### config.mk
export PLATFORM = sky130hd
export DESIGN_NAME = hires_artifact_color_renderer_unit
export DESIGN_NICKNAME = d
export VERILOG_FILES = /design/src/hacr_pkg.sv /design/src/hacr_window.sv /design/src/hacr_colorize.sv /design/src/hacr_serializer.sv /design/src/hires_artifact_color_renderer_unit.sv
export SDC_FILE = /design/constraint.sdc
export NUM_CORES = 1
export LEC_CHECK = 0
export ABC_CLOCK_PERIOD_IN_PS = 5900
export BUFFER_PORTS_ARGS = -buffer_cell sky130_fd_sc_hd__buf_2
export CORE_MARGIN = 1.5
export CORE_UTILIZATION = 55
export CTS_BUF_LIST = sky130_fd_sc_hd__clkbuf_16
export CTS_CLUSTER_DIAMETER = 100
export DETAILED_ROUTE_END_ITERATION = 10
export PLACE_DENSITY = 0.81
export REMOVE_ABC_BUFFERS = 1
export SLEW_MARGIN = 30
export SYNTH_ARGS = -nofsm -noshare
export SYNTH_HDL_FRONTEND = slang
export SYNTH_HIERARCHICAL = 1
export SYNTH_SLANG_ARGS = --single-unit
export TNS_END_PERCENT = 100
### constraint.sdc
create_clock -name clk -period 5.9 [get_ports clk]
set_input_delay 0.885 -clock clk [delete_from_list [all_inputs] [get_ports clk]]
set_output_delay 0.885 -clock clk [all_outputs]
set_load 0.02 [all_outputs]
### src/hacr_pkg.sv
// Shared types and constants for the hi-res artifact color renderer.
// Holds the request and result structs, the stage structs and the color codes.
// No dependencies.
package hacr_pkg;

  // Pixels delivered per request and widths that follow from it.
  localparam int PIX_COUNT = 14;
  localparam int APIX_COUNT = 7;
  localparam int COLOR_W = 3;
  localparam int CNT_W = 4;
  localparam int WIN_W = 11;
  localparam int EDGE_COLUMN = 39;

  // Color codes on the result channel.
  localparam logic [COLOR_W-1:0] CODE_BLACK = 3'd0;
  localparam logic [COLOR_W-1:0] CODE_WHITE = 3'd1;
  localparam logic [COLOR_W-1:0] CODE_BLUE = 3'd2;
  localparam logic [COLOR_W-1:0] CODE_ORANGE = 3'd3;
  localparam logic [COLOR_W-1:0] CODE_GREEN = 3'd4;
  localparam logic [COLOR_W-1:0] CODE_VIOLET = 3'd5;

  // Configuration register indexes.
  localparam logic REG_FILL_MODE = 1'b0;

  typedef struct packed {
    logic [7:0] prev_byte;
    logic [7:0] this_byte;
    logic [7:0] next_byte;
    logic [5:0] column;
  } hacr_in_t;

  typedef struct packed {
    logic [COLOR_W-1:0] pixel_color;
    logic               last_pixel;
  } hacr_out_t;

  // Stage 1 output: the 11-bit pixel window around the byte.
  typedef struct packed {
    logic              valid;
    logic [WIN_W-1:0]  win;
    logic              odd;
    logic              hi;
  } hacr_win_t;

  // Stage 2 output: all display pixels of one byte, pixel 0 in the low slot.
  typedef struct packed {
    logic                               valid;
    logic [PIX_COUNT-1:0][COLOR_W-1:0]  color;
  } hacr_row_t;

  // Phase index (2*phase + bit 7) to color code.
  function automatic logic [COLOR_W-1:0] phase_color(input logic [1:0] idx);
    logic [COLOR_W-1:0] c;
    unique case (idx)
      2'd0: c = CODE_VIOLET;
      2'd1: c = CODE_BLUE;
      2'd2: c = CODE_GREEN;
      default: c = CODE_ORANGE;
    endcase
    return c;
  endfunction

endpackage

### src/hacr_window.sv
// First stage: request register, edge handling and pixel window assembly.
// Depends on hacr_pkg.
module hacr_window (
  input  logic                clk,
  input  logic                rst_n,
  input  logic                start,
  input  hacr_pkg::hacr_in_t  in_req,
  input  logic                take_i,
  output logic                busy,
  output hacr_pkg::hacr_win_t win_o
);
  import hacr_pkg::*;

  logic             valid_r, valid_nxt;
  logic [WIN_W-1:0] win_r, win_nxt;
  logic             odd_r, hi_r;
  logic             accept;
  logic [1:0]       prev_bits;
  logic [1:0]       next_bits;

  // The stage is held only while its content cannot move on.
  assign busy   = valid_r && !take_i;
  assign accept = start && !busy;

  // Neighbors read as zero at the screen edges.
  always_comb begin
    prev_bits = (in_req.column == 6'd0) ? 2'b00 : in_req.prev_byte[6:5];
    next_bits = (in_req.column >= 6'(EDGE_COLUMN)) ? 2'b00 : in_req.next_byte[1:0];
    win_nxt   = {next_bits, in_req.this_byte[6:0], prev_bits};
  end

  // Valid bit follows accepts and hand-offs.
  always_comb begin
    if (accept) begin
      valid_nxt = 1'b1;
    end else if (take_i) begin
      valid_nxt = 1'b0;
    end else begin
      valid_nxt = valid_r;
    end
  end

  always_ff @(posedge clk) begin
    if (!rst_n) begin
      valid_r <= 1'b0;
    end else begin
      valid_r <= valid_nxt;
    end
  end

  // Window payload is loaded on each accepted request.
  always_ff @(posedge clk) begin
    if (accept) begin
      win_r <= win_nxt;
      odd_r <= in_req.column[0];
      hi_r  <= in_req.this_byte[7];
    end
  end

  assign win_o = '{valid: valid_r, win: win_r, odd: odd_r, hi: hi_r};

endmodule

### src/hacr_colorize.sv
// Second stage: per-pixel color rules, fixup pixel and half-pixel shift.
// Depends on hacr_pkg.
module hacr_colorize (
  input  logic                clk,
  input  logic                rst_n,
  input  hacr_pkg::hacr_win_t win_i,
  input  logic                fill_mode,
  input  logic                load_i,
  output logic                take_o,
  output hacr_pkg::hacr_row_t row_o
);
  import hacr_pkg::*;

  logic                               valid_r, valid_nxt;
  logic [PIX_COUNT-1:0][COLOR_W-1:0]  color_r, color_nxt;
  logic [APIX_COUNT-1:0][COLOR_W-1:0] px;
  logic [COLOR_W-1:0]                 fix;

  // Color of the pixel at window bit i (2 to 8).
  function automatic logic [COLOR_W-1:0] apix(
    input logic [WIN_W-1:0] w,
    input int               i,
    input logic             odd,
    input logic             hi,
    input logic             mode
  );
    logic               par;
    logic [COLOR_W-1:0] c;
    par = (i % 2) != 0;
    c   = CODE_BLACK;
    if (w[i]) begin
      if (w[i-1] || w[i+1]) begin
        c = CODE_WHITE;
      end else begin
        c = phase_color({odd ^ par, hi});
      end
    end else if (w[i-1] && w[i+1]) begin
      if (mode || !(w[i-2] && w[i+2])) begin
        c = phase_color({odd ^ par ^ 1'b1, hi});
      end
    end
    return c;
  endfunction

  // Handshake: take from stage 1 when this stage is empty or being drained.
  assign take_o = win_i.valid && (!valid_r || load_i);

  // Seven independent pixel colors.
  always_comb begin
    for (int k = 0; k < APIX_COUNT; k++) begin
      px[k] = apix(win_i.win, k + 2, win_i.odd, win_i.hi, fill_mode);
    end
  end

  // Fixup pixel that leads a shifted byte.
  always_comb begin
    priority if (win_i.win[1] && (win_i.win[2] || win_i.win[0])) begin
      fix = CODE_WHITE;
    end else if (win_i.win[1]) begin
      fix = win_i.odd ? CODE_BLUE : CODE_ORANGE;
    end else if (win_i.win[0] && win_i.win[2] && (fill_mode || !win_i.win[3])) begin
      fix = win_i.odd ? CODE_ORANGE : CODE_BLUE;
    end else begin
      fix = CODE_BLACK;
    end
  end

  // Double each pixel, shifting by one display pixel when bit 7 is set.
  always_comb begin
    for (int k = 0; k < PIX_COUNT; k++) begin
      if (win_i.hi) begin
        color_nxt[k] = (k == 0) ? fix : px[(k - 1) / 2];
      end else begin
        color_nxt[k] = px[k / 2];
      end
    end
  end

  always_comb begin
    if (take_o) begin
      valid_nxt = 1'b1;
    end else if (load_i) begin
      valid_nxt = 1'b0;
    end else begin
      valid_nxt = valid_r;
    end
  end

  always_ff @(posedge clk) begin
    if (!rst_n) begin
      valid_r <= 1'b0;
    end else begin
      valid_r <= valid_nxt;
    end
  end

  always_ff @(posedge clk) begin
    if (take_o) begin
      color_r <= color_nxt;
    end
  end

  assign row_o = '{valid: valid_r, color: color_r};

endmodule

### src/hacr_serializer.sv
// Third stage: shifts the display pixels of one byte out, one per cycle.
// Depends on hacr_pkg.
module hacr_serializer (
  input  logic                clk,
  input  logic                rst_n,
  input  hacr_pkg::hacr_row_t row_i,
  output logic                load_o,
  output logic                out_strobe,
  output hacr_pkg::hacr_out_t out_res
);
  import hacr_pkg::*;

  logic                               valid_r, valid_nxt;
  logic [CNT_W-1:0]                   cnt_r, cnt_nxt;
  logic [PIX_COUNT-1:0][COLOR_W-1:0]  shift_r, shift_nxt;
  logic                               last;

  assign last   = cnt_r == CNT_W'(PIX_COUNT - 1);
  // A new row loads behind the last pixel of the current one.
  assign load_o = row_i.valid && (!valid_r || last);

  always_comb begin
    valid_nxt = valid_r;
    cnt_nxt   = cnt_r;
    shift_nxt = shift_r;
    if (load_o) begin
      valid_nxt = 1'b1;
      cnt_nxt   = '0;
      shift_nxt = row_i.color;
    end else if (valid_r) begin
      valid_nxt = !last;
      cnt_nxt   = cnt_r + CNT_W'(1);
      shift_nxt = shift_r >> COLOR_W;
    end
  end

  always_ff @(posedge clk) begin
    if (!rst_n) begin
      valid_r <= 1'b0;
      cnt_r   <= '0;
    end else begin
      valid_r <= valid_nxt;
      cnt_r   <= cnt_nxt;
    end
  end

  always_ff @(posedge clk) begin
    shift_r <= shift_nxt;
  end

  assign out_strobe = valid_r;
  assign out_res    = '{pixel_color: shift_r[0], last_pixel: last};

endmodule

### src/hires_artifact_color_renderer_unit.sv
// Top level of the hi-res artifact color renderer: configuration port and stage chain.
// Depends on hacr_pkg, hacr_window, hacr_colorize and hacr_serializer.
//
//   Channel  Ports                               Handshake
//   input    start, busy, in_req                 taken when start && !busy
//   result   out_strobe, out_res                 one pixel per strobe, no back-pressure
//   config   psel/penable/pwrite/paddr/pwdata    write on access phase, pready tied high
//
// Each request yields 14 pixels back to back once its window, colorize and
// serializer registers are loaded. The serializer sends one pixel per cycle, so
// it takes a new row only behind the last pixel of the current one, with up to
// two requests queued in the window and colorize stages behind it. Reset (rst_n
// low, synchronous) empties every stage and sets standard fill mode. busy rises
// only when both upstream stages hold a request waiting for the serializer.
module hires_artifact_color_renderer_unit (
  input  logic                clk,
  input  logic                rst_n,
  input  logic                start,
  output logic                busy,
  input  hacr_pkg::hacr_in_t  in_req,
  output logic                out_strobe,
  output hacr_pkg::hacr_out_t out_res,
  input  logic                psel,
  input  logic                penable,
  input  logic                pwrite,
  input  logic [2:0]          paddr,
  input  logic [31:0]         pwdata,
  output logic [31:0]         prdata,
  output logic                pready
);
  import hacr_pkg::*;

  logic      fill_mode_r, fill_mode_nxt;
  logic      cfg_wr;
  logic      win_take;
  logic      row_load;
  hacr_win_t win;
  hacr_row_t row;

  // Configuration register.
  assign pready = 1'b1;
  assign cfg_wr = psel && penable && pwrite && (paddr[2] == REG_FILL_MODE);
  assign fill_mode_nxt = cfg_wr ? pwdata[0] : fill_mode_r;
  assign prdata = (paddr[2] == REG_FILL_MODE) ? {31'd0, fill_mode_r} : 32'd0;

  always_ff @(posedge clk) begin
    if (!rst_n) begin
      fill_mode_r <= 1'b1;
    end else begin
      fill_mode_r <= fill_mode_nxt;
    end
  end

  // Stage chain.
  hacr_window u_window (
    .clk    (clk),
    .rst_n  (rst_n),
    .start  (start),
    .in_req (in_req),
    .take_i (win_take),
    .busy   (busy),
    .win_o  (win)
  );

  hacr_colorize u_colorize (
    .clk       (clk),
    .rst_n     (rst_n),
    .win_i     (win),
    .fill_mode (fill_mode_r),
    .load_i    (row_load),
    .take_o    (win_take),
    .row_o     (row)
  );

  hacr_serializer u_serializer (
    .clk        (clk),
    .rst_n      (rst_n),
    .row_i      (row),
    .load_o     (row_load),
    .out_strobe (out_strobe),
    .out_res    (out_res)
  );

  // A pixel that is not the last of its byte is always followed by another.
  a_burst_continues: assert property (@(posedge clk) disable iff (!rst_n)
    out_strobe && !out_res.last_pixel |=> out_strobe)
    else $error("pixel burst broke off before its last pixel");

  // A waiting row starts right behind the last pixel of the current one.
  a_row_follows: assert property (@(posedge clk) disable iff (!rst_n)
    out_strobe && out_res.last_pixel && row.valid |=> out_strobe && !out_res.last_pixel)
    else $error("queued row did not follow the last pixel");

  // Only defined color codes leave the block.
  a_code_range: assert property (@(posedge clk) disable iff (!rst_n)
    out_strobe |-> out_res.pixel_color <= CODE_VIOLET)
    else $error("undefined color code on the result port");

  // An accepted request always lands in the window stage.
  a_accept_lands: assert property (@(posedge clk) disable iff (!rst_n)
    start && !busy |=> win.valid)
    else $error("accepted request was lost");

endmodule

# Word-level counts from Yosys, hierarchy flattened
# Cells that the tools add are included.
dict set report totals {
  word_cells 161
  mem_bits_rw 0
  latchBits 0
  memories 0
  rom_bits 0
  ff_bits 105
  output_inout_bits 39
}
dict set report classes {
  addsub 1
  div_mod_pow 0
  muxes 51
  multipliers 0
  order_cmp 1
  n_reduce_logical 62
  eq_ne 5
  bitwise 3
  n_shift 0
}
# op n
set ops {}
lappend ops {{2-to-1 mux 3 bit} 38}
lappend ops {{2-to-1 mux 42 bit} 2}
lappend ops {{logical AND 1 bit} 24}
lappend ops {{logical OR 1 bit} 18}
lappend ops {{one-hot mux 3 bit (3 select lines)} 2}
lappend ops {{zero test 1 bit} 13}
lappend ops {{2-to-1 mux 1 bit} 9}
lappend ops {{greater-or-equal comparator 6 bit (second input constant)} 1}
lappend ops {{zero test 6 bit} 1}
lappend ops {{nonzero test 2 bit} 3}
lappend ops {{adder 4 x 1 -> 4 bit (second input constant)} 1}
lappend ops {{== test 2 x 1 -> 1 bit (second input constant)} 2}
lappend ops {{== test 2 bit (second input constant)} 2}
lappend ops {{== test 4 bit (second input constant)} 1}
lappend ops {{zero test 2 bit} 2}
lappend ops {{NOT 1 bit} 3}
lappend ops {{OR reduction 2 bit} 1}

# Logic depth before layout (Yosys ltp)
dict set report logic_depth {
  depth_word 10
  ltp_mapped 10
}

# Modules after synthesis
# The synthesis kept the hierarchy.
# module cells_each n_inst seq_area_each_um2 area_each_um2
set by_module_without_submodules {}
lappend by_module_without_submodules {hacr_colorize 189 1 1281.2 2195.9}
lappend by_module_without_submodules {hacr_serializer 119 1 1361.3 2053.2}
lappend by_module_without_submodules {hacr_window 27 1 410.4 503.0}
lappend by_module_without_submodules {hires_artifact_color_renderer_unit 40 1 20.0 320.3}

# Worst setup path before layout
# OpenSTA, ideal clock, no wires.
dict set report synth_timing {
  path_kind {register to register}
  startpoint {reg u_serializer.cnt_r[0]}
  endpoint {reg u_window.hi_r, enable pin}
  path_buffers 2
  path_stages_with_launch 10
  setup_ns 0.384
  arrival_time_ns 4.373
  slack_ns 1.143
  required_time_ns 5.516
  period_less_slack_ns 4.757
  cell_sequence {dfxtp_1 -> ha_1 -> nand3_2 -> a21boi_2 -> buf_6 -> buf_6 -> nor2b_1 -> nor2b_1 -> nor2b_1 -> nor2b_1}
}
dict set report synth_via {
  elab_chain_len 9
}
# item line
set synth_rtl {}
lappend synth_rtl {{start, declared} hacr_serializer.sv:14} ;# logic [CNT_W-1:0] cnt_r, cnt_nxt;
lappend synth_rtl {{start signal, assigned} hacr_serializer.sv:43} ;# cnt_r <= cnt_nxt;
lappend synth_rtl {{== test 4 bit} hacr_serializer.sv:18} ;# assign last = cnt_r == CNT_W'(PIX_COUNT - 1);
lappend synth_rtl {{logical OR 1 bit} hacr_serializer.sv:20} ;# assign load_o = row_i.valid && (!valid_r || last);
lappend synth_rtl {{logical AND 1 bit} hacr_serializer.sv:20}
lappend synth_rtl {{named net row_load} hires_artifact_color_renderer_unit.sv:36} ;# logic row_load;
lappend synth_rtl {{logical OR 1 bit} hacr_colorize.sv:46} ;# assign take_o = win_i.valid && (!valid_r || load_i);
lappend synth_rtl {{logical AND 1 bit} hacr_colorize.sv:46}
lappend synth_rtl {{named net win_take} hires_artifact_color_renderer_unit.sv:35} ;# logic win_take;
lappend synth_rtl {{zero test 1 bit} hacr_window.sv:22} ;# assign busy = valid_r && !take_i;
lappend synth_rtl {{logical AND 1 bit} hacr_window.sv:22}
lappend synth_rtl {{named net busy} hires_artifact_color_renderer_unit.sv:19} ;# output logic busy,
lappend synth_rtl {{zero test 1 bit} hacr_window.sv:23} ;# assign accept = start && !busy;
lappend synth_rtl {{logical AND 1 bit} hacr_window.sv:23}
lappend synth_rtl {{named net u_window.accept} hacr_window.sv:17} ;# logic accept;
lappend synth_rtl {{end signal, assigned} hacr_window.sv:56} ;# hi_r <= in_req.this_byte[7];
lappend synth_rtl {{end, declared} hacr_window.sv:16} ;# logic odd_r, hi_r;
# The timed path passes the listed nets, and every way through them passes these cells.
# A chain may end at the register's enable or synchronous reset.

# Worst setup path in the final report
dict set report layout_timing {
  startpoint {reg u_serializer.cnt_r[1]}
  endpoint {out busy}
}
dict set report layout_via {
  elab_chain_len 7
}
# item line
set layout_rtl {}
lappend layout_rtl {{== test 4 bit} hacr_serializer.sv:18}
lappend layout_rtl {{logical OR 1 bit} hacr_serializer.sv:20}
lappend layout_rtl {{logical AND 1 bit} hacr_serializer.sv:20}
lappend layout_rtl {{named net row_load} hires_artifact_color_renderer_unit.sv:36}
lappend layout_rtl {{logical OR 1 bit} hacr_colorize.sv:46}
lappend layout_rtl {{logical AND 1 bit} hacr_colorize.sv:46}
lappend layout_rtl {{named net win_take} hires_artifact_color_renderer_unit.sv:35}
lappend layout_rtl {{zero test 1 bit} hacr_window.sv:22}
lappend layout_rtl {{logical AND 1 bit} hacr_window.sv:22}
lappend layout_rtl {{end, declared} hires_artifact_color_renderer_unit.sv:19}
# The timed path passes the listed nets, and every way through them passes these cells.

==> reports/qor.csv <==
metric;value;unit
status;finished, final reports clean;
boundary pin count;110;
CP Capture Type;output port;
Layout Nets;472;
Via density;5.50;
Synth area leaders;edfxtp_1, buf_4, mux2_1, mux2_2, dfxtp_1;
top cells by count, synth;edfxtp_1, buf_4, mux2_1, mux2_2, nor2_1;
IO buf count;32;
post-route clock skew;6.10;ps
minimum clock period;3180;ps
Simple-Gate Fraction of Synth Area;0.0853;
initial antenna violation count;0;
Clock Path Buffers;2;
RSZ-0062 raised after global routing;no;
Reg clk slew, reported paths;70;ps
Max Slew Vio Count;0;
Final Util;0.606;
Post-Syn Instances;375;
H-tree depth;3;
PwrDens;309;mW/mm^2
fraction of synthesized area in multiplexers;0.108;
#FFs+latches synth;105;
register area share after synthesis;0.606;
Post-CTS Setup Bufs;0;
critical path data required time;5020;ps
total clock sinks;105;
# diodes;0;
Setup CP Type;reg2out;
number of global-route vias before repair;2719;
fmax;315;MHz
clk_lat worst skew;340;ps
post-route ant nets;0;
DR pass1 iterations;4;
setup_tns;0;ps
CTS tree;built;
Yosys cell types;55;
main combinational cell family by area after synthesis;multiplexers;
Setup-failing EPs final;0;
cts bufs inserted;9;
wire length per cell;15.6;microns
Synth async-reset ratio;0;
Max rail drop VDD;0.000136;V
Synth Flop Type;edfxtp_1;
global-route wire length before repair;13.1;mm
Post-Syn Area;0.00507;sq mm
Synth Warn #;6;
routed vias;2790;
Worst Path Arrival;2290;ps
Post-Synth Adder-Cell Area;0.0173;
Synth Area in XOR/XNOR;0.00518;
1st-iter DRT viols;274;
die area;0.00981;sq mm
height of the die;99.0;microns
pin count of the biggest net entering global routing;47;
normalized max-slew margin;0.552;
Worst Tran Pin Value;671;ps
HP Class;reg2reg;
top-count cell post-synth;edfxtp_1;
Tcrit/Tclk final;0.538;
GRT overflow;0;
PostCTS Resize Cnt;0;
Max FO, Critical Path;43;
leading area contributor after synthesis;edfxtp_1;
core footprint;0.00885;sq mm
final wirelength;7.89;mm
DRC;0;
compound-cell area share of the yosys netlist;0.0797;
synth-to-layout area growth;5.65;%
CTS root buf;clkbuf_16;
Syn Area/Cell;13.5;sq um
fraction of layout cells with a size suffix above 1;0.198;
initial core utilization;0.573;
hold_buf cts;0;
total global-route track usage;0.173;
area fraction of the dominant cell type after synthesis;0.574;
Final Hold Vio Count;0;
EDFF count, synth;97;
Placer Congestion;0.819;
Row Count;34;
Max-Cap Viols;0;
Lkg Pwr;2.05;nW
CP Launch Type;register;
die span in x;99.0;microns
hpwl dp;5.16;mm
## cell type report
| class | count | area [sq um] |
|---|---|---|
| clock buffer | 9 | 225 |
| clock inverter | 7 | 37.5 |
| fill | 702 | 3490 |
| inverter | 20 | 75.1 |
| multi-input combinational | 224 | 1640 |
| sequential | 105 | 3070 |
| tap | 108 | 135 |
| timing repair buffer | 34 | 175 |
## state kept, by name, indices dropped and copies added (netlist names), 3 cells and up
signal                flops
u_serializer/shift_r     39
u_serializer/out_res      3
u_colorize/row_o         42
u_serializer/cnt_r        4
u_window/win_r           11
## per-layer routing
metal,global-route usage,routed length (microns)
met5,0,0
met4,0.0791,178
met3,0.0262,468
met2,0.284,3760
met1,0.227,3480
## final timing paths
kind                                           start                              end  slack, ps  cells past startpoint
hold / removal         u_window/valid_r$_SDFFE_PN0P_  u_colorize/valid_r$_SDFFE_PN0P_        490                      1
setup reg to reg             u_window/hi_r$_DFFE_PP_   u_colorize/row_o[36]$_DFFE_PP_       2990                      6
setup / recovery  u_serializer/cnt_r[1]$_SDFFE_PP0P_                             busy       2720                      9
hold reg to reg        u_window/valid_r$_SDFFE_PN0P_  u_colorize/valid_r$_SDFFE_PN0P_        490                      1
## metrics by stage
step                      area [sq um]  worst slack [ps]  total power, W  hold slack (ps)  cells
after floorplan                   4770               194         0.00108              447    349
after global placement            5090              3050         0.00113              472    491
after detailed placement          5090              2950         0.00114              475    491
after CTS                         5360              2710         0.00167              494    507
after global routing              5360              2570         0.00172              533    507
final                             5360              2720         0.00165              494    507
## worst max-delay path, cell delays in order, from the launching register on
cell      delay, ps
dfxtp_1         370
inv_1            50
ha_1            180
nand3_2         120
a21boi_4         70
nor2b_1         250
nor2b_4          60
buf_4           290
nor2b_1         320
buf_2           230
## logic make-up (layout without fill, tap and decap cells)
family	count (synthesis)	in the layout
xor+xnor	3	3
compound gates	56	56
fa+ha+maj	7	7
buf+inv	76	70
flops	105	105
simple gates	77	77
mux	49	49
other cells	2	32
## cell usage in the layout (no fill, tap or decap), types with 3 or more instances in the layout
cell | synthesis | layout
clkbuf_16 | 0 | 9
a22oi_1 | 4 | 4
mux2_2 | 19 | 19
mux2i_1 | 7 | 7
a31oi_1 | 6 | 6
nand2_1 | 10 | 10
dfxtp_1 | 8 | 8
buf_2 | 8 | 32
nor3b_1 | 4 | 4
inv_1 | 17 | 18
nor2b_1 | 9 | 7
nand2b_1 | 5 | 5
o21ai_0 | 4 | 4
conb_1 | 2 | 32
o21ai_1 | 6 | 6
o31a_1 | 4 | 4
inv_2 | 3 | 3
mux2_1 | 22 | 22
ha_1 | 7 | 7
o32a_1 | 3 | 3
and2_1 | 3 | 3
a21oi_1 | 7 | 7
nor3_1 | 11 | 11
o22ai_1 | 7 | 7
nor2_1 | 18 | 18
edfxtp_1 | 97 | 97
## where the power goes
group	total (W)	internal (W)	switching [W]	leakage, nW
clock	0.000528	0.000282	0.000246	0.132
combinational	0.000191	0.0000745	0.000117	0.925
sequential	0.000936	0.000903	0.0000321	0.992
Note: power is estimated with default switching activity, not from simulation.
